--- src/rtl/cfgcrc_pkg.sv ---
// Shared types and constants of the configurable MSB-first CRC core.
package cfgcrc_pkg;

  localparam int unsigned ByteW    = 8;
  localparam int unsigned NbitsW   = 4;
  localparam int unsigned BytesW   = 3;
  localparam int unsigned CfgDataW = 32;
  localparam int unsigned CfgIdxW  = 2;
  localparam int unsigned CrcOutW  = 32;

  // Short queue between front and back
  localparam int unsigned QueueDepth = 2;
  localparam int unsigned QueuePtrW  = (QueueDepth > 1) ? $clog2(QueueDepth) : 1;
  localparam int unsigned QueueCntW  = $clog2(QueueDepth + 1);

  localparam logic [NbitsW-1:0]   FullByteBits  = 4'd8;
  localparam logic [BytesW-1:0]   ResetCrcBytes = 3'd4;
  localparam logic [CfgDataW-1:0] ResetPoly     = 32'h04C1_1DB7;
  localparam logic [CfgDataW-1:0] ResetInit     = 32'h0000_0000;
  localparam logic [CfgDataW-1:0] ResetXorOut   = 32'h0000_0000;

  typedef enum logic [CfgIdxW-1:0] {
    CfgCrcBytes   = 2'd0,
    CfgPolynomial = 2'd1,
    CfgInitValue  = 2'd2,
    CfgXorOut     = 2'd3
  } cfg_reg_e;

  typedef struct packed {
    logic [ByteW-1:0]  data;
    logic [NbitsW-1:0] nbits;
    logic              last;
  } item_t;

  typedef struct packed {
    logic [BytesW-1:0]   crc_bytes;
    logic [CfgDataW-1:0] poly;
    logic [CfgDataW-1:0] init;
    logic [CfgDataW-1:0] xor_out;
  } cfg_t;

endpackage

--- src/rtl/cfgcrc_if.sv ---
// Stream interfaces for message bytes in and CRC results out.
interface cfgcrc_in_if;
  logic                         valid;
  logic                         ready;
  logic [cfgcrc_pkg::ByteW-1:0]  data_byte;
  logic [cfgcrc_pkg::NbitsW-1:0] valid_bits;
  logic                         last;

  modport source (output valid, data_byte, valid_bits, last, input ready);
  modport sink   (input valid, data_byte, valid_bits, last, output ready);
endinterface

interface cfgcrc_out_if;
  logic                          valid;
  logic                          ready;
  logic [cfgcrc_pkg::CrcOutW-1:0] crc_value;

  modport source (output valid, crc_value, input ready);
  modport sink   (input valid, crc_value, output ready);
endinterface

--- src/rtl/cfgcrc_front.sv ---
// Front stage: accepts input transactions, clamps the bit count and registers the item.
module cfgcrc_front (
  input  logic               clk_i,
  input  logic               rst_ni,
  cfgcrc_in_if.sink          in_i,
  output logic               item_valid_o,
  output cfgcrc_pkg::item_t  item_o,
  input  logic               item_ready_i
);
  import cfgcrc_pkg::*;

  logic  valid_d, valid_q;
  item_t item_d, item_q;
  logic  accept;

  assign in_i.ready = !valid_q || item_ready_i;
  assign accept     = in_i.valid && in_i.ready;

  always_comb begin
    item_d      = item_q;
    valid_d     = valid_q;
    if (item_ready_i) begin
      valid_d = 1'b0;
    end
    if (accept) begin
      valid_d    = 1'b1;
      item_d.data = in_i.data_byte;
      item_d.last = in_i.last;
      // counts above a byte saturate
      item_d.nbits = (in_i.valid_bits > FullByteBits) ? FullByteBits : in_i.valid_bits;
    end
  end

  always_ff @(posedge clk_i or negedge rst_ni) begin
    if (!rst_ni) begin
      valid_q <= 1'b0;
    end else begin
      valid_q <= valid_d;
    end
  end

  always_ff @(posedge clk_i) begin
    item_q <= item_d;
  end

  assign item_valid_o = valid_q;
  assign item_o       = item_q;

endmodule

--- src/rtl/cfgcrc_queue.sv ---
// Two-entry queue decoupling the front stage from the CRC engine.
module cfgcrc_queue (
  input  logic               clk_i,
  input  logic               rst_ni,
  input  logic               push_valid_i,
  input  cfgcrc_pkg::item_t  push_item_i,
  output logic               push_ready_o,
  output logic               pop_valid_o,
  output cfgcrc_pkg::item_t  pop_item_o,
  input  logic               pop_ready_i
);
  import cfgcrc_pkg::*;

  item_t                mem_q [QueueDepth];
  logic [QueuePtrW-1:0] wr_ptr_d, wr_ptr_q, rd_ptr_d, rd_ptr_q;
  logic [QueueCntW-1:0] count_d, count_q;
  logic                 push, pop;

  assign push_ready_o = (count_q < QueueCntW'(QueueDepth));
  assign pop_valid_o  = (count_q != '0);
  assign push         = push_valid_i && push_ready_o;
  assign pop          = pop_valid_o && pop_ready_i;
  assign pop_item_o   = mem_q[rd_ptr_q];

  function automatic logic [QueuePtrW-1:0] ptr_inc(input logic [QueuePtrW-1:0] p);
    logic [QueuePtrW-1:0] r;
    r = (p == QueuePtrW'(QueueDepth - 1)) ? '0 : p + 1'b1;
    return r;
  endfunction

  always_comb begin
    wr_ptr_d = push ? ptr_inc(wr_ptr_q) : wr_ptr_q;
    rd_ptr_d = pop ? ptr_inc(rd_ptr_q) : rd_ptr_q;
    count_d  = count_q;
    if (push && !pop) begin
      count_d = count_q + 1'b1;
    end else if (pop && !push) begin
      count_d = count_q - 1'b1;
    end
  end

  always_ff @(posedge clk_i or negedge rst_ni) begin
    if (!rst_ni) begin
      wr_ptr_q <= '0;
      rd_ptr_q <= '0;
      count_q  <= '0;
    end else begin
      wr_ptr_q <= wr_ptr_d;
      rd_ptr_q <= rd_ptr_d;
      count_q  <= count_d;
    end
  end

  always_ff @(posedge clk_i) begin
    if (push) begin
      mem_q[wr_ptr_q] <= push_item_i;
    end
  end

  assert property (@(posedge clk_i) disable iff (!rst_ni)
    count_q <= QueueCntW'(QueueDepth))
    else $error("queue count beyond depth");

  assert property (@(posedge clk_i) disable iff (!rst_ni)
    push && !pop |=> count_q == $past(count_q) + 1'b1)
    else $error("queue count missed a push");

  assert property (@(posedge clk_i) disable iff (!rst_ni)
    pop && !push |=> count_q == $past(count_q) - 1'b1)
    else $error("queue count missed a pop");

endmodule

--- src/rtl/cfgcrc_back.sv ---
// CRC engine: folds up to eight bits per transaction and registers the final CRC.
module cfgcrc_back #(
  parameter int unsigned CrcMaxBits = 32
) (
  input  logic               clk_i,
  input  logic               rst_ni,
  input  cfgcrc_pkg::cfg_t   cfg_i,
  input  logic               item_valid_i,
  input  cfgcrc_pkg::item_t  item_i,
  output logic               item_ready_o,
  cfgcrc_out_if.source       out_o
);
  import cfgcrc_pkg::*;

  localparam int unsigned MaxBytesRaw = CrcMaxBits / 8;
  localparam int unsigned MaxBytes    = (MaxBytesRaw < 1) ? 1 :
                                        ((MaxBytesRaw > 4) ? 4 : MaxBytesRaw);
  localparam int unsigned IdxW        = $clog2(CrcMaxBits);

  logic [BytesW-1:0]     eff_bytes;
  logic [IdxW-1:0]       top_idx;
  logic [CrcMaxBits-1:0] mask, poly_m, rem_start, rem_new, crc_d, crc_q;
  logic [CrcMaxBits-1:0] rem_d, rem_q;
  logic                  in_msg_d, in_msg_q, out_valid_d, out_valid_q;
  logic                  fb, pop;

  always_comb begin
    if (cfg_i.crc_bytes == '0) begin
      eff_bytes = 3'd1;
    end else if (cfg_i.crc_bytes > BytesW'(MaxBytes)) begin
      eff_bytes = BytesW'(MaxBytes);
    end else begin
      eff_bytes = cfg_i.crc_bytes;
    end
    top_idx = IdxW'({3'(eff_bytes - 3'd1), 3'b111});
    for (int k = 0; k < CrcMaxBits; k++) begin
      mask[k] = (k <= int'(top_idx));
    end
  end

  assign poly_m    = cfg_i.poly[CrcMaxBits-1:0] & mask;
  assign rem_start = in_msg_q ? (rem_q & mask) : (cfg_i.init[CrcMaxBits-1:0] & mask);

  always_comb begin
    rem_new = rem_start;
    fb      = 1'b0;
    for (int i = 0; i < ByteW; i++) begin
      if (i < int'(item_i.nbits)) begin
        fb      = rem_new[top_idx] ^ item_i.data[ByteW-1-i];
        rem_new = (rem_new << 1) & mask;
        if (fb) begin
          rem_new = rem_new ^ poly_m;
        end
      end
    end
  end

  assign item_ready_o = !item_i.last || !out_valid_q || out_o.ready;
  assign pop          = item_valid_i && item_ready_o;
  assign crc_d        = (rem_new ^ cfg_i.xor_out[CrcMaxBits-1:0]) & mask;

  always_comb begin
    rem_d       = rem_q;
    in_msg_d    = in_msg_q;
    out_valid_d = out_valid_q;
    if (out_o.ready) begin
      out_valid_d = 1'b0;
    end
    if (pop) begin
      rem_d    = rem_new;
      in_msg_d = !item_i.last;
      if (item_i.last) begin
        out_valid_d = 1'b1;
      end
    end
  end

  always_ff @(posedge clk_i or negedge rst_ni) begin
    if (!rst_ni) begin
      rem_q       <= '0;
      in_msg_q    <= 1'b0;
      out_valid_q <= 1'b0;
    end else begin
      rem_q       <= rem_d;
      in_msg_q    <= in_msg_d;
      out_valid_q <= out_valid_d;
    end
  end

  always_ff @(posedge clk_i) begin
    if (pop && item_i.last) begin
      crc_q <= crc_d;
    end
  end

  assign out_o.valid     = out_valid_q;
  assign out_o.crc_value = CrcOutW'(crc_q);

  assert property (@(posedge clk_i) disable iff (!rst_ni)
    $rose(out_valid_q) |-> $past(pop && item_i.last))
    else $error("result raised without a last transaction");

  assert property (@(posedge clk_i) disable iff (!rst_ni)
    pop && item_i.last |=> !in_msg_q && out_valid_q)
    else $error("message not closed after last transaction");

  assert property (@(posedge clk_i) disable iff (!rst_ni)
    out_valid_q && !out_o.ready && pop |-> !item_i.last)
    else $error("pending result overwritten");

endmodule

--- src/rtl/configurable_msb_first_crc_core.sv ---
// Top level of the configurable MSB-first CRC core: registers, front, queue and engine.
// The last byte passes the front register and queue before the engine registers the CRC.
// Throughput: one byte per cycle while no result waits on out_o.ready; each byte folds
// combinationally through an eight-step bit-serial XOR chain in the CRC engine.
// Reset: asynchronous active low; clears the queue, the open-message flag and the
// result valid flag, and loads the default width, polynomial, initial value and final XOR.
module configurable_msb_first_crc_core #(
  parameter int unsigned CrcMaxBits = 32
) (
  input  logic                                clk_i,
  input  logic                                rst_ni,
  input  logic                                cfg_we_i,
  input  logic [cfgcrc_pkg::CfgIdxW-1:0]       cfg_idx_i,
  input  logic [cfgcrc_pkg::CfgDataW-1:0]      cfg_data_i,
  cfgcrc_in_if.sink                            in_i,
  cfgcrc_out_if.source                         out_o
);
  import cfgcrc_pkg::*;

  cfg_t  cfg_d, cfg_q;
  logic  front_valid, front_ready, q_valid, q_ready;
  item_t front_item, q_item;

  always_comb begin
    cfg_d = cfg_q;
    if (cfg_we_i) begin
      case (cfg_reg_e'(cfg_idx_i))
        CfgCrcBytes:   cfg_d.crc_bytes = cfg_data_i[BytesW-1:0];
        CfgPolynomial: cfg_d.poly      = cfg_data_i;
        CfgInitValue:  cfg_d.init      = cfg_data_i;
        CfgXorOut:     cfg_d.xor_out   = cfg_data_i;
        default:       cfg_d           = cfg_q;
      endcase
    end
  end

  always_ff @(posedge clk_i or negedge rst_ni) begin
    if (!rst_ni) begin
      cfg_q.crc_bytes <= ResetCrcBytes;
      cfg_q.poly      <= ResetPoly;
      cfg_q.init      <= ResetInit;
      cfg_q.xor_out   <= ResetXorOut;
    end else begin
      cfg_q <= cfg_d;
    end
  end

  cfgcrc_front u_front (
    .clk_i        (clk_i),
    .rst_ni       (rst_ni),
    .in_i         (in_i),
    .item_valid_o (front_valid),
    .item_o       (front_item),
    .item_ready_i (front_ready)
  );

  cfgcrc_queue u_queue (
    .clk_i        (clk_i),
    .rst_ni       (rst_ni),
    .push_valid_i (front_valid),
    .push_item_i  (front_item),
    .push_ready_o (front_ready),
    .pop_valid_o  (q_valid),
    .pop_item_o   (q_item),
    .pop_ready_i  (q_ready)
  );

  cfgcrc_back #(
    .CrcMaxBits (CrcMaxBits)
  ) u_back (
    .clk_i        (clk_i),
    .rst_ni       (rst_ni),
    .cfg_i        (cfg_q),
    .item_valid_i (q_valid),
    .item_i       (q_item),
    .item_ready_o (q_ready),
    .out_o        (out_o)
  );

endmodule
--- src/flat_wrapper.sv ---
// flat-port wrapper written by rule: the top's interface ports become plain ports
module configurable_msb_first_crc_core_flat import cfgcrc_pkg::*;
#(
  parameter int unsigned CrcMaxBits = 32
)
  (clk_i, rst_ni, cfg_we_i, cfg_idx_i, cfg_data_i, in_i_valid, in_i_data_byte, in_i_valid_bits, in_i_last, in_i_ready, out_o_valid, out_o_crc_value, out_o_ready);
  cfgcrc_in_if in_i_i ();
  cfgcrc_out_if out_o_i ();
  input  logic clk_i;
  input  logic rst_ni;
  input  logic cfg_we_i;
  input  logic [cfgcrc_pkg::CfgIdxW-1:0] cfg_idx_i;
  input  logic [cfgcrc_pkg::CfgDataW-1:0] cfg_data_i;
  input wire logic [$bits(in_i_i.valid)-1:0] in_i_valid;
  input wire logic [$bits(in_i_i.data_byte)-1:0] in_i_data_byte;
  input wire logic [$bits(in_i_i.valid_bits)-1:0] in_i_valid_bits;
  input wire logic [$bits(in_i_i.last)-1:0] in_i_last;
  output wire logic [$bits(in_i_i.ready)-1:0] in_i_ready;
  output wire logic [$bits(out_o_i.valid)-1:0] out_o_valid;
  output wire logic [$bits(out_o_i.crc_value)-1:0] out_o_crc_value;
  input wire logic [$bits(out_o_i.ready)-1:0] out_o_ready;
  assign in_i_i.valid = in_i_valid;
  assign in_i_i.data_byte = in_i_data_byte;
  assign in_i_i.valid_bits = in_i_valid_bits;
  assign in_i_i.last = in_i_last;
  assign in_i_ready = in_i_i.ready;
  assign out_o_valid = out_o_i.valid;
  assign out_o_crc_value = out_o_i.crc_value;
  assign out_o_i.ready = out_o_ready;
  configurable_msb_first_crc_core #(.CrcMaxBits(CrcMaxBits)) u_core (.clk_i(clk_i), .rst_ni(rst_ni), .cfg_we_i(cfg_we_i), .cfg_idx_i(cfg_idx_i), .cfg_data_i(cfg_data_i), .in_i(in_i_i), .out_o(out_o_i));
endmodule
--- config.mk ---
export PLATFORM = sky130hd
export DESIGN_NAME = configurable_msb_first_crc_core_flat
export DESIGN_NICKNAME = d
export VERILOG_FILES = /design/src/rtl/cfgcrc_pkg.sv /design/src/rtl/cfgcrc_if.sv /design/src/rtl/cfgcrc_front.sv /design/src/rtl/cfgcrc_queue.sv /design/src/rtl/cfgcrc_back.sv /design/src/rtl/configurable_msb_first_crc_core.sv /design/src/flat_wrapper.sv
export SDC_FILE = /design/constraint.sdc
export NUM_CORES = 1
export LEC_CHECK = 0
export BUFFER_PORTS_ARGS = -buffer_cell sky130_fd_sc_hd__buf_2
export CAP_MARGIN = 10
export CORE_AREA = 4 4 148 257
export DETAILED_ROUTE_END_ITERATION = 8
export DIE_AREA = 0 0 152 261
export GPL_TIMING_DRIVEN = 1
export HOLD_SLACK_MARGIN = 0.12
export PLACE_DENSITY = 0.66
export SKIP_LAST_GASP = 1
export SYNTH_ARGS = -nofsm -noshare
export SYNTH_HDL_FRONTEND = slang
export SYNTH_SLANG_ARGS = --single-unit
--- constraint.sdc ---
create_clock -name clk_i -period 13.7 [get_ports clk_i]
set_clock_uncertainty 0.15 [all_clocks]
set_input_delay 0.685 -clock clk_i [delete_from_list [all_inputs] [get_ports clk_i]]
set_output_delay 0.685 -clock clk_i [all_outputs]
set_load 0.05 [all_outputs]
Yosys cells after proc, flatten, opt, wreduce, memory -nomap -nowiden

Memories as Yosys holds them, arrays and structs flattened.
Index checks and enable logic that the tools add are counted.

Bits in registers: 183
Latch bits: 0
Memory bits (writable): 26
Memory bits (read-only): 0
Bits of input ports: 52
Memories: 1

Memories:

| memory               | depth | width | read ports | clocked after memory_dff | write ports | RTL line           | RTL |
|---|---|---|---|---|---|---|---|
| u_core.u_queue.mem_q | 2     | 13    | 1          | 0                        | 1           | cfgcrc_queue.sv:14 | `item_t mem_q [QueueDepth];` |

$add $sub $neg: 5
$mul: 0
Divide/modulo/power cells: 0
$lt $le $gt $ge: 36
Equality and inequality tests: 3
Shift operators: 0
Multiplexer cells: 46
Bitwise gates (word level): 29
Reduce and logical (&&, ||, !) cells: 23

Operators with widths:

| cell                                               | number |
|---|---|
| two-way mux 32 bit                                 | 17 |
| bitwise AND 32 bit                                 | 12 |
| bitwise XOR 32 bit                                 | 9 |
| <= comparator 5 bit, first input constant          | 16 |
| <= comparator 4 x 5 -> 1 bit, first input constant | 8 |
| two-way mux 1 bit                                  | 17 |
| binary-select mux 1 bit (select 2 bit)             | 8 |
| < comparator 3 x 4 -> 1 bit, first input constant  | 4 |
| < comparator 1 x 4 -> 1 bit, first input constant  | 2 |
| < comparator 2 x 4 -> 1 bit, first input constant  | 2 |
| two-way mux 2 bit                                  | 4 |
| AND reduction 2 bit                                | 4 |
| bitwise XOR 1 bit                                  | 8 |
| logical AND 1 bit                                  | 6 |
| < comparator 5 x 6 -> 1 bit, second input constant | 1 |
| nonzero test 2 bit                                 | 3 |
| logical NOT 1 bit                                  | 5 |
| equality test 2 bit, second input constant         | 2 |
| > comparator 4 bit, second input constant          | 1 |
| subtractor 2 x 1 -> 2 bit, second input constant   | 2 |
| > comparator 3 bit, second input constant          | 1 |
| logical NOT 3 bit                                  | 1 |
| logical OR 1 bit                                   | 3 |
| adder 1 bit, second input constant                 | 2 |
| other kinds (4)                                    | 4 |

Depth between registers and ports, before layout

Gate-level depths: netlist (run 1).

Depth in word-level cells: 49
Mapped depth: 46
Gate-level depth less buffers: 36

By module

Synthesis (run 1) repeated with hierarchy kept, for this count alone.

Cell total of the unflattened synthesis: 2,188
Area total of the unflattened synthesis: 18,064.8 um^2

By module, submodules not included:

| module                          | instances | cells each | area each (um^2) | sequential area each (um^2) |
|---|---|---|---|---|
| cfgcrc_back                     | 1         | 1,899      | 12,738.5         | 1,811.7 |
| configurable_msb_first_crc_core | 1         | 211        | 3,728.6          | 2,496.1 |
| cfgcrc_queue                    | 1         | 57         | 1,131.1          | 880.8 |
| cfgcrc_front                    | 1         | 21         | 466.7            | 415.4 |

Worst setup path after synthesis (run 1)

Ideal clock, no wire load.

Path kind: reg2reg
From: register u_core.cfg_q[97] (netlist name)
To: register u_core.u_back.crc_q[8] (netlist: u_core.u_back.out_o.crc_value[8]) (data pin)
Setup time: 0.262 ns
Data arrival time: 10.118 ns
Path slack: 3.170 ns
Stages on the path, launching flop included: 42
Path buffers: 6
Clock period less this slack: 10.530 ns
Path through: dfrtp_1 -> nor2b_1 -> nor2_1 -> inv_1 -> clkbuf_1 -> clkbuf_1 -> ha_1 -> inv_1 -> a211oi_2 -> o32a_2 -> mux4_2 -> a211oi_2 -> o221ai_4 -> a221o_1 -> a22oi_2 -> nand3_1 -> and3_1 -> or2_1 -> [... 6 more ...] -> nand4b_4 -> mux2_4 -> nor4_4 -> or4_4 -> o311ai_4 -> or2_1 -> buf_6 -> mux2i_4 -> nor3_2 -> o41ai_1 -> or4b_1 -> or3_4 -> nand3_4 -> nand3_2 -> buf_2 -> a31o_1 -> a31oi_1 -> mux2_1

Cells in the longest elaborated chain, start to end: 49

RTL lines:

| element                                                                    | RTL line                              | RTL |
|---|---|---|
| start: declaration                                                         | configurable_msb_first_crc_core.sv:20 | `cfg_t cfg_d, cfg_q;` |
| start signal: assignment                                                   | configurable_msb_first_crc_core.sv:44 | `cfg_q <= cfg_d;` |
| > comparator 3 bit                                                         | cfgcrc_back.sv:30                     | `end else if (cfg_i.crc_bytes > BytesW'(MaxBytes)) begin` |
| two-way mux 2 bit                                                          | cfgcrc_back.sv:30                     |  |
| two-way mux 2 bit *                                                        | cfgcrc_back.sv:28                     | `if (cfg_i.crc_bytes == '0) begin` |
| subtractor 2 x 1 -> 2 bit *                                                | cfgcrc_back.sv:35                     | `top_idx = IdxW'({3'(eff_bytes - 3'd1), 3'b111});` |
| <= comparator 4 x 5 -> 1 bit / <= comparator 5 bit (equally long branches) | cfgcrc_back.sv:37                     | `mask[k] = (k <= int'(top_idx));` |
| bitwise AND 32 bit                                                         | cfgcrc_back.sv:42                     | `assign rem_start = in_msg_q ? (rem_q & mask) : (cfg_i.init[CrcMaxBits-1:0] & mask);` |
| two-way mux 32 bit                                                         | cfgcrc_back.sv:42                     |  |
| binary-select mux 1 bit (select 2 bit)                                     | cfgcrc_back.sv:49                     | `fb = rem_new[top_idx] ^ item_i.data[ByteW-1-i];` |
| [... 34 more ...]                                                          | -                                     |  |
| binary-select mux 1 bit (select 2 bit)                                     | cfgcrc_back.sv:49                     |  |
| two-way mux 1 bit (implied by the code)                                    | cfgcrc_back.sv:49                     |  |
| bitwise XOR 1 bit                                                          | cfgcrc_back.sv:49                     |  |
| two-way mux 32 bit                                                         | cfgcrc_back.sv:51                     | `if (fb) begin` |
| two-way mux 32 bit                                                         | cfgcrc_back.sv:48                     | `if (i < int'(item_i.nbits)) begin` |
| bitwise XOR 32 bit                                                         | cfgcrc_back.sv:60                     | `assign crc_d = (rem_new ^ cfg_i.xor_out[CrcMaxBits-1:0]) & mask;` |
| bitwise AND 32 bit *                                                       | cfgcrc_back.sv:60                     |  |
| net u_core.u_back.crc_d[8]                                                 | cfgcrc_back.sv:22                     | `logic [CrcMaxBits-1:0] mask, poly_m, rem_start, rem_new, crc_d, crc_q;` |
| end signal: assignment                                                     | cfgcrc_back.sv:92                     | `crc_q <= crc_d;` |
| end: declaration                                                           | cfgcrc_back.sv:22                     |  |

The timed path passes the listed nets; every way through them passes the cells marked *. The select of a mux whose other input is x is not followed.
A chain may end at the register's enable or synchronous reset.

Final worst setup path (run 1)

From: register u_core.cfg_q[97] (netlist name)
To: register u_core.u_back.crc_q[30] (netlist: u_core.u_back.out_o.crc_value[30]) (data pin)

The elaborated chain is that of the path after synthesis.

==> results of run 1 <==
[cell families after synthesis]
group | share of synthesized area, %
AND/OR/NAND/NOR | 24.1
AO/OA/AOI/OAI | 18.0
flip-flops | 31.6
XOR/XNOR | 9.66
multiplexers | 12.2
buffers and inverters | 4.14
adder cells (fa/ha/maj) | 0.352
[how the worst max path moves through the flow]
stage                                      start                                           to  depth (start not counted)
finish              u_core.cfg_q[97]$_DFFE_PN0P_  u_core.u_back.out_o.crc_value[30]$_DFFE_PP_                         37
global route        u_core.cfg_q[97]$_DFFE_PN0P_  u_core.u_back.out_o.crc_value[30]$_DFFE_PP_                         39
CTS                 u_core.cfg_q[97]$_DFFE_PN0P_  u_core.u_back.out_o.crc_value[30]$_DFFE_PP_                         36
detailed placement  u_core.cfg_q[97]$_DFFE_PN0P_  u_core.u_back.out_o.crc_value[30]$_DFFE_PP_                         35
global placement    u_core.cfg_q[97]$_DFFE_PN0P_  u_core.u_back.out_o.crc_value[30]$_DFFE_PP_                         35
floorplan           u_core.cfg_q[97]$_DFFE_PN0P_   u_core.u_back.out_o.crc_value[8]$_DFFE_PP_                         41
[Yosys cell counts, types with 7 or more instances]
master	number	area (sq um)
a21oi_1	119	596
a2111oi_0	10	87.6
nand2b_1	19	119
nor3b_1	7	52.6
buf_2	18	90.1
a211oi_1	16	120
a21o_1	12	90.1
inv_1	15	56.3
o311ai_1	8	70.1
edfxtp_1	71	2130
xnor2_1	119	1040
and3_1	26	163
nand4_1	32	200
o21ai_0	138	691
dfstp_2	15	394
nor2b_1	20	125
mux2_2	128	1440
dfrtp_1	123	3080
or4_1	7	52.6
a31oi_1	59	369
mux2i_1	50	500
nor2_1	224	841
o31ai_1	15	113
nand3b_1	10	75.1
o21ai_1	12	60.1
and2_1	25	156
clkbuf_1	121	454
nand2_1	299	1120
nor4_1	14	87.6
o211ai_1	11	82.6
nand3_1	58	290
or3_1	22	138
o2111ai_1	7	61.3
and4_1	21	184
nor3_1	65	325
buf_1	18	67.6
xor2_1	75	657
[final cells by class]
| type | count | area (sq um) |
|---|---|---|
| timing repair buffer | 142 | 862 |
| tap | 470 | 588 |
| multi-input combinational | 1765 | 11500 |
| clock buffer | 30 | 611 |
| clock inverter | 8 | 98.8 |
| fill | 3423 | 16600 |
| sequential | 209 | 5600 |
| inverter | 17 | 63.8 |
[through the flow]
| step | worst slack [ns] | util [%] | instances | area (sq um) | hold slack (ns) |
|---|---|---|---|---|---|
| 2_1_floorplan | 3.17 | - | 2154 | 17800 | 0.239 |
| 3_3_place_gp | 1.22 | 51.8 | 2602 | 18600 | 0.272 |
| 3_5_place_dp | 0.968 | 51.8 | 2602 | 18600 | 0.284 |
| 4_1_cts | 0.879 | 53.8 | 2641 | 19300 | 0.167 |
| 5_1_grt | 0.185 | 53.8 | 2641 | 19300 | 0.170 |
| 6_report | 0.869 | 53.8 | 2641 | 19300 | 0.181 |
[flip-flops by register name, summed over array words and instances, names as in the netlist]
signal,flops
u_core.u_queue.wr_ptr_q,1
u_core.u_queue.count_q,2
u_core.cfg_q,99
u_core.u_back.out_o.crc_value,32
u_core.u_front.item_valid_o,1
u_core.u_back.rem_q,32
u_core.u_queue.rd_ptr_q,1
u_core.u_back.out_o.valid,1
u_core.u_back.in_msg_q,1
u_core.u_queue.mem_q,26
u_core.u_front.item_o,13
[per-layer routing]
metal | GRT usage [%] | up-vias | share of wire, %
met5 | 0 | - | 0
met4 | 19.7 | 0 | 7.4
met3 | 3.64 | 228 | 7.2
met2 | 54.1 | 867 | 47
met1 | 39.7 | 8337 | 38
li1 | - | 7800 | -
[critical path: cells and delay by family, from the launching register on]
kind / cells / cell delay (ns)
AOI/OAI and AO/OA: 16 / 4.59
and+or+nand+nor: 14 / 4.16
xor gates and xnor gates: 3 / 1.83
buffers and inverters: 3 / 1.05
DFF: 1 / 0.41
adders and majority gates: 1 / 0.31
[timing repair]
action	4_1_cts	5_1_grt
hold endpoints to repair	18	0
resized for setup	0	1
setup endpoints to repair	0	2
hold buffers	1	0
==> flow_metrics.env, run 1 <==
export IMPL_run_status="complete, no violations"
export IMPL_path_class="reg -> reg"
export IMPL_cts_buffer_depth=3
export IMPL_worstReg2RegStart="u_core.cfg_q[97]$_DFFE_PN0P_"
export IMPL_slew_headroom_pct=19.2
export IMPL_coreArea_sq_mm=0.0359
export IMPL_grt_pass1_wl_mm=100
export IMPL_layout_drive_gt1_share_pct=17.5
export IMPL_clkTransAtPathRegs_ns=0.07
export IMPL_cts_buffers=21
export IMPL_layout_commonest_cell="nand2_1"
export IMPL_post_cts_buffers=0
export IMPL_yosysWarnings=0
export IMPL_drc_errors=0
export IMPL_synth_cells=2154
export IMPL_htreeDepth=1
export IMPL_max_freq_ghz=0.0779
export IMPL_die_x_um=152
export IMPL_worstSkewPairLatency_ns=0.53
export IMPL_hold_start="in_i_data_byte[7]"
export IMPL_crit_path_start_kind="flop"
export IMPL_rsz0062_at_grt="false"
export IMPL_grt_pass1_vias=16614
export IMPL_hold_path_end="u_core.u_front.item_o[12]$_DFFE_PP_"
export IMPL_track_usage_pct=32.2
export IMPL_root_buffer="clkbuf_16"
export IMPL_post_route_min_period_ns=12.83
export IMPL_initial_utilization_pct=49.4
export IMPL_hold_depth=1
export IMPL_dp_hpwl_mm=47.9
export IMPL_critical_path_max_stage_delay_ns=0.78
export IMPL_dr_pass1_iters=5
export IMPL_die_h_um=261
export IMPL_vias=17232
export IMPL_cp_data_arrival_time_ns=12.95
export IMPL_fp_row_count=92
export IMPL_critPathRequiredTime_ns=13.82
export IMPL_fin_crit_sh_pct=93.7
export IMPL_die_area_sq_mm=0.0397
export IMPL_rr_endpoint="u_core.u_back.out_o.crc_value[30]$_DFFE_PP_"
export IMPL_drt_iter0_drc=1605
export IMPL_endpoint_kind="flop"
export IMPL_syn_num_nets=2211
export IMPL_ys_seq_elements=209
export IMPL_grt_overflow_total=0
export IMPL_antenna_found_initial=0
export IMPL_r2r_cells=37
export IMPL_grt_max_degree=92
export IMPL_synthesis_area_sq_mm=0.0178
export IMPL_vias_per_cell=6.52
export IMPL_synth_ff_type="dfrtp_1"
export IMPL_cts_tree="done"
export IMPL_ioPinCount=86
export IMPL_routed_wl_mm=66.4
export IMPL_async_reset_ff_share_pct=66.0
export IMPL_syn_to_final_growth_pct=8.81
export IMPL_diodes=0
export IMPL_cp_max_fo=36
export IMPL_setup_tns_ns=0
export IMPL_worstMarginPinSlew_ns=1.21
export IMPL_gp_congestion=1.04
export IMPL_hp_class="in -> reg"
export IMPL_avgSynthCellArea_sq_um=8.24
export IMPL_nNetsFinal=2213
export IMPL_final_cell_mix="nand2_1, nor2_1, o21ai_0"
export IMPL_drv_slew=0
export IMPL_r2r_slack_ns=0.87
export IMPL_synth_cell_types=103
export IMPL_hold_viol_final=0
export IMPL_routedWlPerCell_um=25.1
export IMPL_setup_violations=0
export IMPL_cts_sinks=209
export IMPL_drv_cap=0
export IMPL_io_buffer_count=85
export IMPL_seq_area_frac_synth_pct=31.6
export IMPL_synth_edf_count=71
export IMPL_slowest_stage="xnor2_2"
export IMPL_ant_nets=0
Power of run 1 is not shown: default switching activity piles up to over one toggle a cycle in this logic, so the estimate is an artifact.
==> run 2, diff against run 1 <==
==> constraint.sdc (replaced) <==
create_clock -name clk_i -period 13.7 [get_ports clk_i]
set_clock_uncertainty 0.15 [all_clocks]
set_input_delay 4.11 -clock clk_i [delete_from_list [all_inputs] [get_ports clk_i]]
set_output_delay 4.11 -clock clk_i [all_outputs]
set_load 0.05 [all_outputs]
==> run 2 against run 1 <==
Hold slack better by 0.12 ns; clock-buffer cell count unchanged; global-route usage stayed put.
==> flow_metrics.env, run 2 (synthesized netlist as in run 1, its figures left out) <==
export IMPL_grt_overflow_total=0
export IMPL_critical_path_max_stage_delay_ns=0.75
export IMPL_setup_slack_ns=0.894
export IMPL_multi_input_area_sq_mm=0.0115
export IMPL_ff_latch_area_sq_mm=0.00560
export IMPL_routed_wl_mm=66.4
export IMPL_cp_num_buf_inv=4
export IMPL_worstReg2RegStart="u_core.cfg_q[97]$_DFFE_PN0P_"
export IMPL_antenna_found_initial=0
export IMPL_regMostFlops="u_core.cfg_q"
export IMPL_drt_iter0_drc=1509
export IMPL_vias_per_cell=6.54
export IMPL_slew_headroom_pct=20.8
export IMPL_run_status="complete, no violations"
export IMPL_nNetsFinal=2212
export IMPL_fp_row_count=92
export IMPL_drv_slew=0
export IMPL_io_buffer_count=85
export IMPL_cts_hold_buffers=0
export IMPL_cpMostUsedCell="buf_4"
export IMPL_cts_resized=0
export IMPL_largest_reg_flops=99
export IMPL_hold_path_end="u_core.u_queue.mem_q[0][5]$_DFFE_PP_"
export IMPL_dp_slack_ns=0.968
export IMPL_htreeDepth=1
export IMPL_vias=17258
export IMPL_setup_tns_ns=0
export IMPL_layout_commonest_cell="nand2_1"
export IMPL_die_h_um=261
export IMPL_utilization_pct=53.8
export IMPL_cp_data_arrival_time_ns=12.92
export IMPL_setup_violations=0
export IMPL_grt_max_degree=92
export IMPL_grt_pass1_vias=16609
export IMPL_cts_buffers=21
export IMPL_fillers=3423
export IMPL_r2r_slack_ns=0.89
export IMPL_hold_depth=0
export IMPL_slowest_stage="nand3_2"
export IMPL_ioPinCount=86
export IMPL_worstMarginPinSlew_ns=1.18
export IMPL_endpoint_kind="flop"
export IMPL_worstSkewPairLatency_ns=0.53
export IMPL_grtUsageMet1_pct=39.7
export IMPL_hp_class="reg -> reg"
export IMPL_dp_hpwl_mm=47.9
export IMPL_grt_pass1_wl_mm=100
export IMPL_hold_viol_final=0
export IMPL_coreArea_sq_mm=0.0359
export IMPL_cts_sinks=209
export IMPL_rr_endpoint="u_core.u_back.out_o.crc_value[30]$_DFFE_PP_"
export IMPL_crit_path_start_kind="flop"
export IMPL_hold_start="u_core.u_front.item_o[5]$_DFFE_PP_"
export IMPL_fin_crit_sh_pct=93.5
export IMPL_post_route_min_period_ns=12.81
export IMPL_busiest_layer="met2"
export IMPL_rsz0062_at_grt="false"
export IMPL_post_cts_buffers=0
export IMPL_path_class="reg -> reg"
export IMPL_track_usage_pct=32.2
export IMPL_drv_cap=0
export IMPL_globalRouteMet2Util_pct=54.1
export IMPL_drc_errors=0
export IMPL_layout_drive_gt1_share_pct=17.6
export IMPL_die_x_um=152
export IMPL_gp_congestion=1.04
export IMPL_dr_pass1_iters=6
export IMPL_r2r_cells=38
export IMPL_critPathRequiredTime_ns=13.82
export IMPL_clkTransAtPathRegs_ns=0.07
export IMPL_whs_ns=0.300
export IMPL_cts_tree="done"
export IMPL_initial_utilization_pct=49.4
export IMPL_ant_nets=0
export IMPL_diodes=0
export IMPL_die_area_sq_mm=0.0397
export IMPL_use_met3_pct=3.64
export IMPL_critical_path_top_delay_family="simple AND/OR/NAND/NOR gates"
export IMPL_cts_buffer_depth=3
export IMPL_routedWlPerCell_um=25.1
export IMPL_root_buffer="clkbuf_16"
export IMPL_final_cell_mix="nand2_1, nor2_1, o21ai_0"
export IMPL_max_freq_ghz=0.0781
export IMPL_cp_max_fo=36
export IMPL_syn_to_final_growth_pct=8.75
## run 2: cell types whose count changed in the layout (fill, tap and decap cells not counted), sizes merged
| cell | previous run | this run |
|---|---|---|
| dlygate4sd3 | 1 | 0 |
## run 2: routing by layer
layer	vias to the layer above	part of all wire (%)
met3	217	6.9
met2	886	47
met5	-	0
li1	7785	-
met1	8370	39
met4	0	7.1
## run 2: cell type report
type,count,share of cell area (%)
clock inverters,8,0.512
flip-flops and latches,209,29.0
clock buffers,30,3.16
inverters,17,0.330
well taps,470,3.04
multi-input cells,1765,59.5
repair buffers,141,4.41
## run 2: metrics by stage
| step | std cells | cell area [sq um] |
|---|---|---|
| 2_1_floorplan | 2154 | 17800 |
| 3_3_place_gp | 2602 | 18600 |
| 3_5_place_dp | 2602 | 18600 |
| 4_1_cts | 2640 | 19300 |
| 5_1_grt | 2640 | 19300 |
| 6_report | 2640 | 19300 |
## run 2: worst reg2reg max path, delay by kind of cell (launching register included)
family / cells / cell delay [ns]
XOR/XNOR: 2 / 1.04
buffers and inverters: 4 / 1.41
flip-flops: 1 / 0.41
adder cells (fa/ha/maj): 1 / 0.32
AO/OA/AOI/OAI: 12 / 3.92
AND/OR/NAND/NOR: 18 / 5.14
multiplexers: 1 / 0.16
## run 2: how the worst max path moves through the flow
stage               depth (start not counted)                         start  slack (ns)                                           to
detailed placement                         35  u_core.cfg_q[97]$_DFFE_PN0P_        0.97  u_core.u_back.out_o.crc_value[30]$_DFFE_PP_
floorplan                                  41  u_core.cfg_q[97]$_DFFE_PN0P_        3.17   u_core.u_back.out_o.crc_value[8]$_DFFE_PP_
global route                               39  u_core.cfg_q[97]$_DFFE_PN0P_        0.19  u_core.u_back.out_o.crc_value[30]$_DFFE_PP_
CTS                                        36  u_core.cfg_q[97]$_DFFE_PN0P_        0.88  u_core.u_back.out_o.crc_value[30]$_DFFE_PP_
global placement                           35  u_core.cfg_q[97]$_DFFE_PN0P_        1.22  u_core.u_back.out_o.crc_value[30]$_DFFE_PP_
finish                                     38  u_core.cfg_q[97]$_DFFE_PN0P_        0.89  u_core.u_back.out_o.crc_value[30]$_DFFE_PP_
Power of run 2 is left out for the same reason.
==> run 3, diff against run 2 <==
--- a/config.mk
+++ b/config.mk
@@ -7,12 +7,12 @@
 export LEC_CHECK = 0
 export BUFFER_PORTS_ARGS = -buffer_cell sky130_fd_sc_hd__buf_2
 export CAP_MARGIN = 10
-export CORE_AREA = 4 4 148 257
+export CORE_AREA = 4 4 185 205
 export DETAILED_ROUTE_END_ITERATION = 8
-export DIE_AREA = 0 0 152 261
+export DIE_AREA = 0 0 189 209
 export GPL_TIMING_DRIVEN = 1
 export HOLD_SLACK_MARGIN = 0.12
-export PLACE_DENSITY = 0.66
+export PLACE_DENSITY = 0.67
 export SKIP_LAST_GASP = 1
 export SYNTH_ARGS = -nofsm -noshare
 export SYNTH_HDL_FRONTEND = slang
==> run 3 against run 2 <==
Register-to-register slack got worse by 0.13 ns; clock-buffer cell count down 2; non-clock buffer count shrank 9; critical path depth grew 3; core utilization about the same; global-route usage shrank 0.58 points; sequential cell count did not move; die area shrank 0.43%; largest cell class unchanged; via count shrank 0.32%; design area barely moved.
==> flow_metrics.env, run 3 (synthesized netlist as in run 1, its figures left out) <==
export IMPL_run_status="complete, no violations"
export IMPL_fin_crit_sh_pct=94.4
export IMPL_vias=17202
export IMPL_endpoint_kind="flop"
export IMPL_clkTransAtPathRegs_ns=0.06
export IMPL_ioPinCount=86
export IMPL_hold_viol_final=0
export IMPL_cts_buffer_depth=3
export IMPL_worstSkewPairLatency_ns=0.54
export IMPL_final_cell_mix="nand2_1, nor2_1, o21ai_0"
export IMPL_coreArea_sq_mm=0.0359
export IMPL_grt_pass1_wl_mm=98.0
export IMPL_hp_class="reg -> reg"
export IMPL_path_class="reg -> reg"
export IMPL_drt_iter0_drc=2089
export IMPL_root_buffer="clkbuf_16"
export IMPL_setup_tns_ns=0
export IMPL_post_cts_buffers=0
export IMPL_largest_reg_flops=99
export IMPL_routed_wl_mm=64.2
export IMPL_slew_headroom_pct=21.5
export IMPL_setup_violations=0
export IMPL_diodes=0
export IMPL_cts_buffers=22
export IMPL_gp_congestion=1.02
export IMPL_track_usage_pct=31.6
export IMPL_die_x_um=189
export IMPL_cts_tree="done"
export IMPL_layout_drive_gt1_share_pct=17.4
export IMPL_slowest_stage="o31ai_1"
export IMPL_ant_nets=0
export IMPL_dr_pass1_iters=6
export IMPL_regMostFlops="u_core.cfg_q"
export IMPL_htreeDepth=1
export IMPL_antenna_found_initial=0
export IMPL_die_area_sq_mm=0.0395
export IMPL_cts_resized=0
export IMPL_layout_commonest_cell="nand2_1"
export IMPL_routedWlPerCell_um=24.2
export IMPL_grt_pass1_vias=16273
export IMPL_grt_overflow_total=0
export IMPL_drv_slew=0
export IMPL_cpMostUsedCell="buf_4"
export IMPL_crit_path_start_kind="flop"
export IMPL_worstMarginPinSlew_ns=1.15
export IMPL_nNetsFinal=2204
export IMPL_cts_hold_buffers=0
export IMPL_critical_path_max_stage_delay_ns=0.76
export IMPL_critPathRequiredTime_ns=13.89
export IMPL_drc_errors=0
export IMPL_cp_data_arrival_time_ns=13.12
export IMPL_grt_max_degree=78
export IMPL_cp_max_fo=32
export IMPL_die_h_um=209
export IMPL_vias_per_cell=6.49
export IMPL_drv_cap=0
export IMPL_rsz0062_at_grt="false"
export IMPL_max_freq_ghz=0.0773
export IMPL_post_route_min_period_ns=12.94
export IMPL_cts_sinks=209
export IMPL_io_buffer_count=85
export IMPL_dp_hpwl_mm=45.4
export IMPL_initial_utilization_pct=49.5
export IMPL_syn_to_final_growth_pct=8.74
export IMPL_fp_row_count=73
-- run 3: metrics by stage --
step                      setup WS [ns]  utilization (%)  instance area, sq um  hold WS, ns  instances
after floorplan                    3.17                -                 17800        0.271       2154
after global placement             1.22             51.7                 18500        0.276       2609
after detailed placement          0.799             51.7                 18500        0.284       2609
after CTS                         0.748             53.7                 19300        0.298       2649
after global routing             0.0739             53.8                 19300        0.321       2650
final                             0.761             53.8                 19300        0.297       2650
-- run 3: cell type report --
cell class              instances  area (sq um)
clock buffers                  28           604
inverters                      17          63.8
well taps                     487           609
fillers                      3309         16600
clock inverters                12           140
repair buffers                132           791
flip-flops and latches        209          5600
multi-input cells            1765         11500
-- run 3: path summary, 6_finish.rpt --
check,from,to,slack (ns),cells after the start
min in group asynchronous,rst_ni,u_core.cfg_q[20]$_DFFE_PN0P_,3.42,1
max,u_core.cfg_q[97]$_DFFE_PN0P_,u_core.u_back.out_o.crc_value[27]$_DFFE_PP_,0.76,41
max reg2reg,u_core.cfg_q[97]$_DFFE_PN0P_,u_core.u_back.out_o.crc_value[27]$_DFFE_PP_,0.76,41
max in group asynchronous,rst_ni,u_core.u_back.rem_q[31]$_DFFE_PN0P_,8.47,2
min,u_core.u_front.item_o[2]$_SDFFCE_PN0P_,u_core.u_queue.mem_q[1][2]$_DFFE_PP_,0.30,0
min reg2reg,u_core.u_front.item_o[2]$_SDFFCE_PN0P_,u_core.u_queue.mem_q[1][2]$_DFFE_PP_,0.30,0
-- run 3: worst max-delay path, delay by kind of cell, from the launching register on --
kind                       cells  cell delay (ns)
and+or+nand+nor               17             4.82
buffers and inverters          7             1.76
xor gates and xnor gates       1             0.17
DFF                            1             0.40
AOI/OAI and AO/OA             12             4.09
muxes                          3             0.81
adders and majority gates      1             0.52
-- run 3: routing by layer --
layer	track usage, %	routed length, um	vias up	share of wire, %
met3	4.23	6010	188	9.4
met2	48.2	27900	1024	43
met5	0	0	-	0
li1	-	-	7757	-
met4	15.8	3640	0	5.7
met1	44.3	26700	8233	42
Power of run 3 is left out for the same reason.
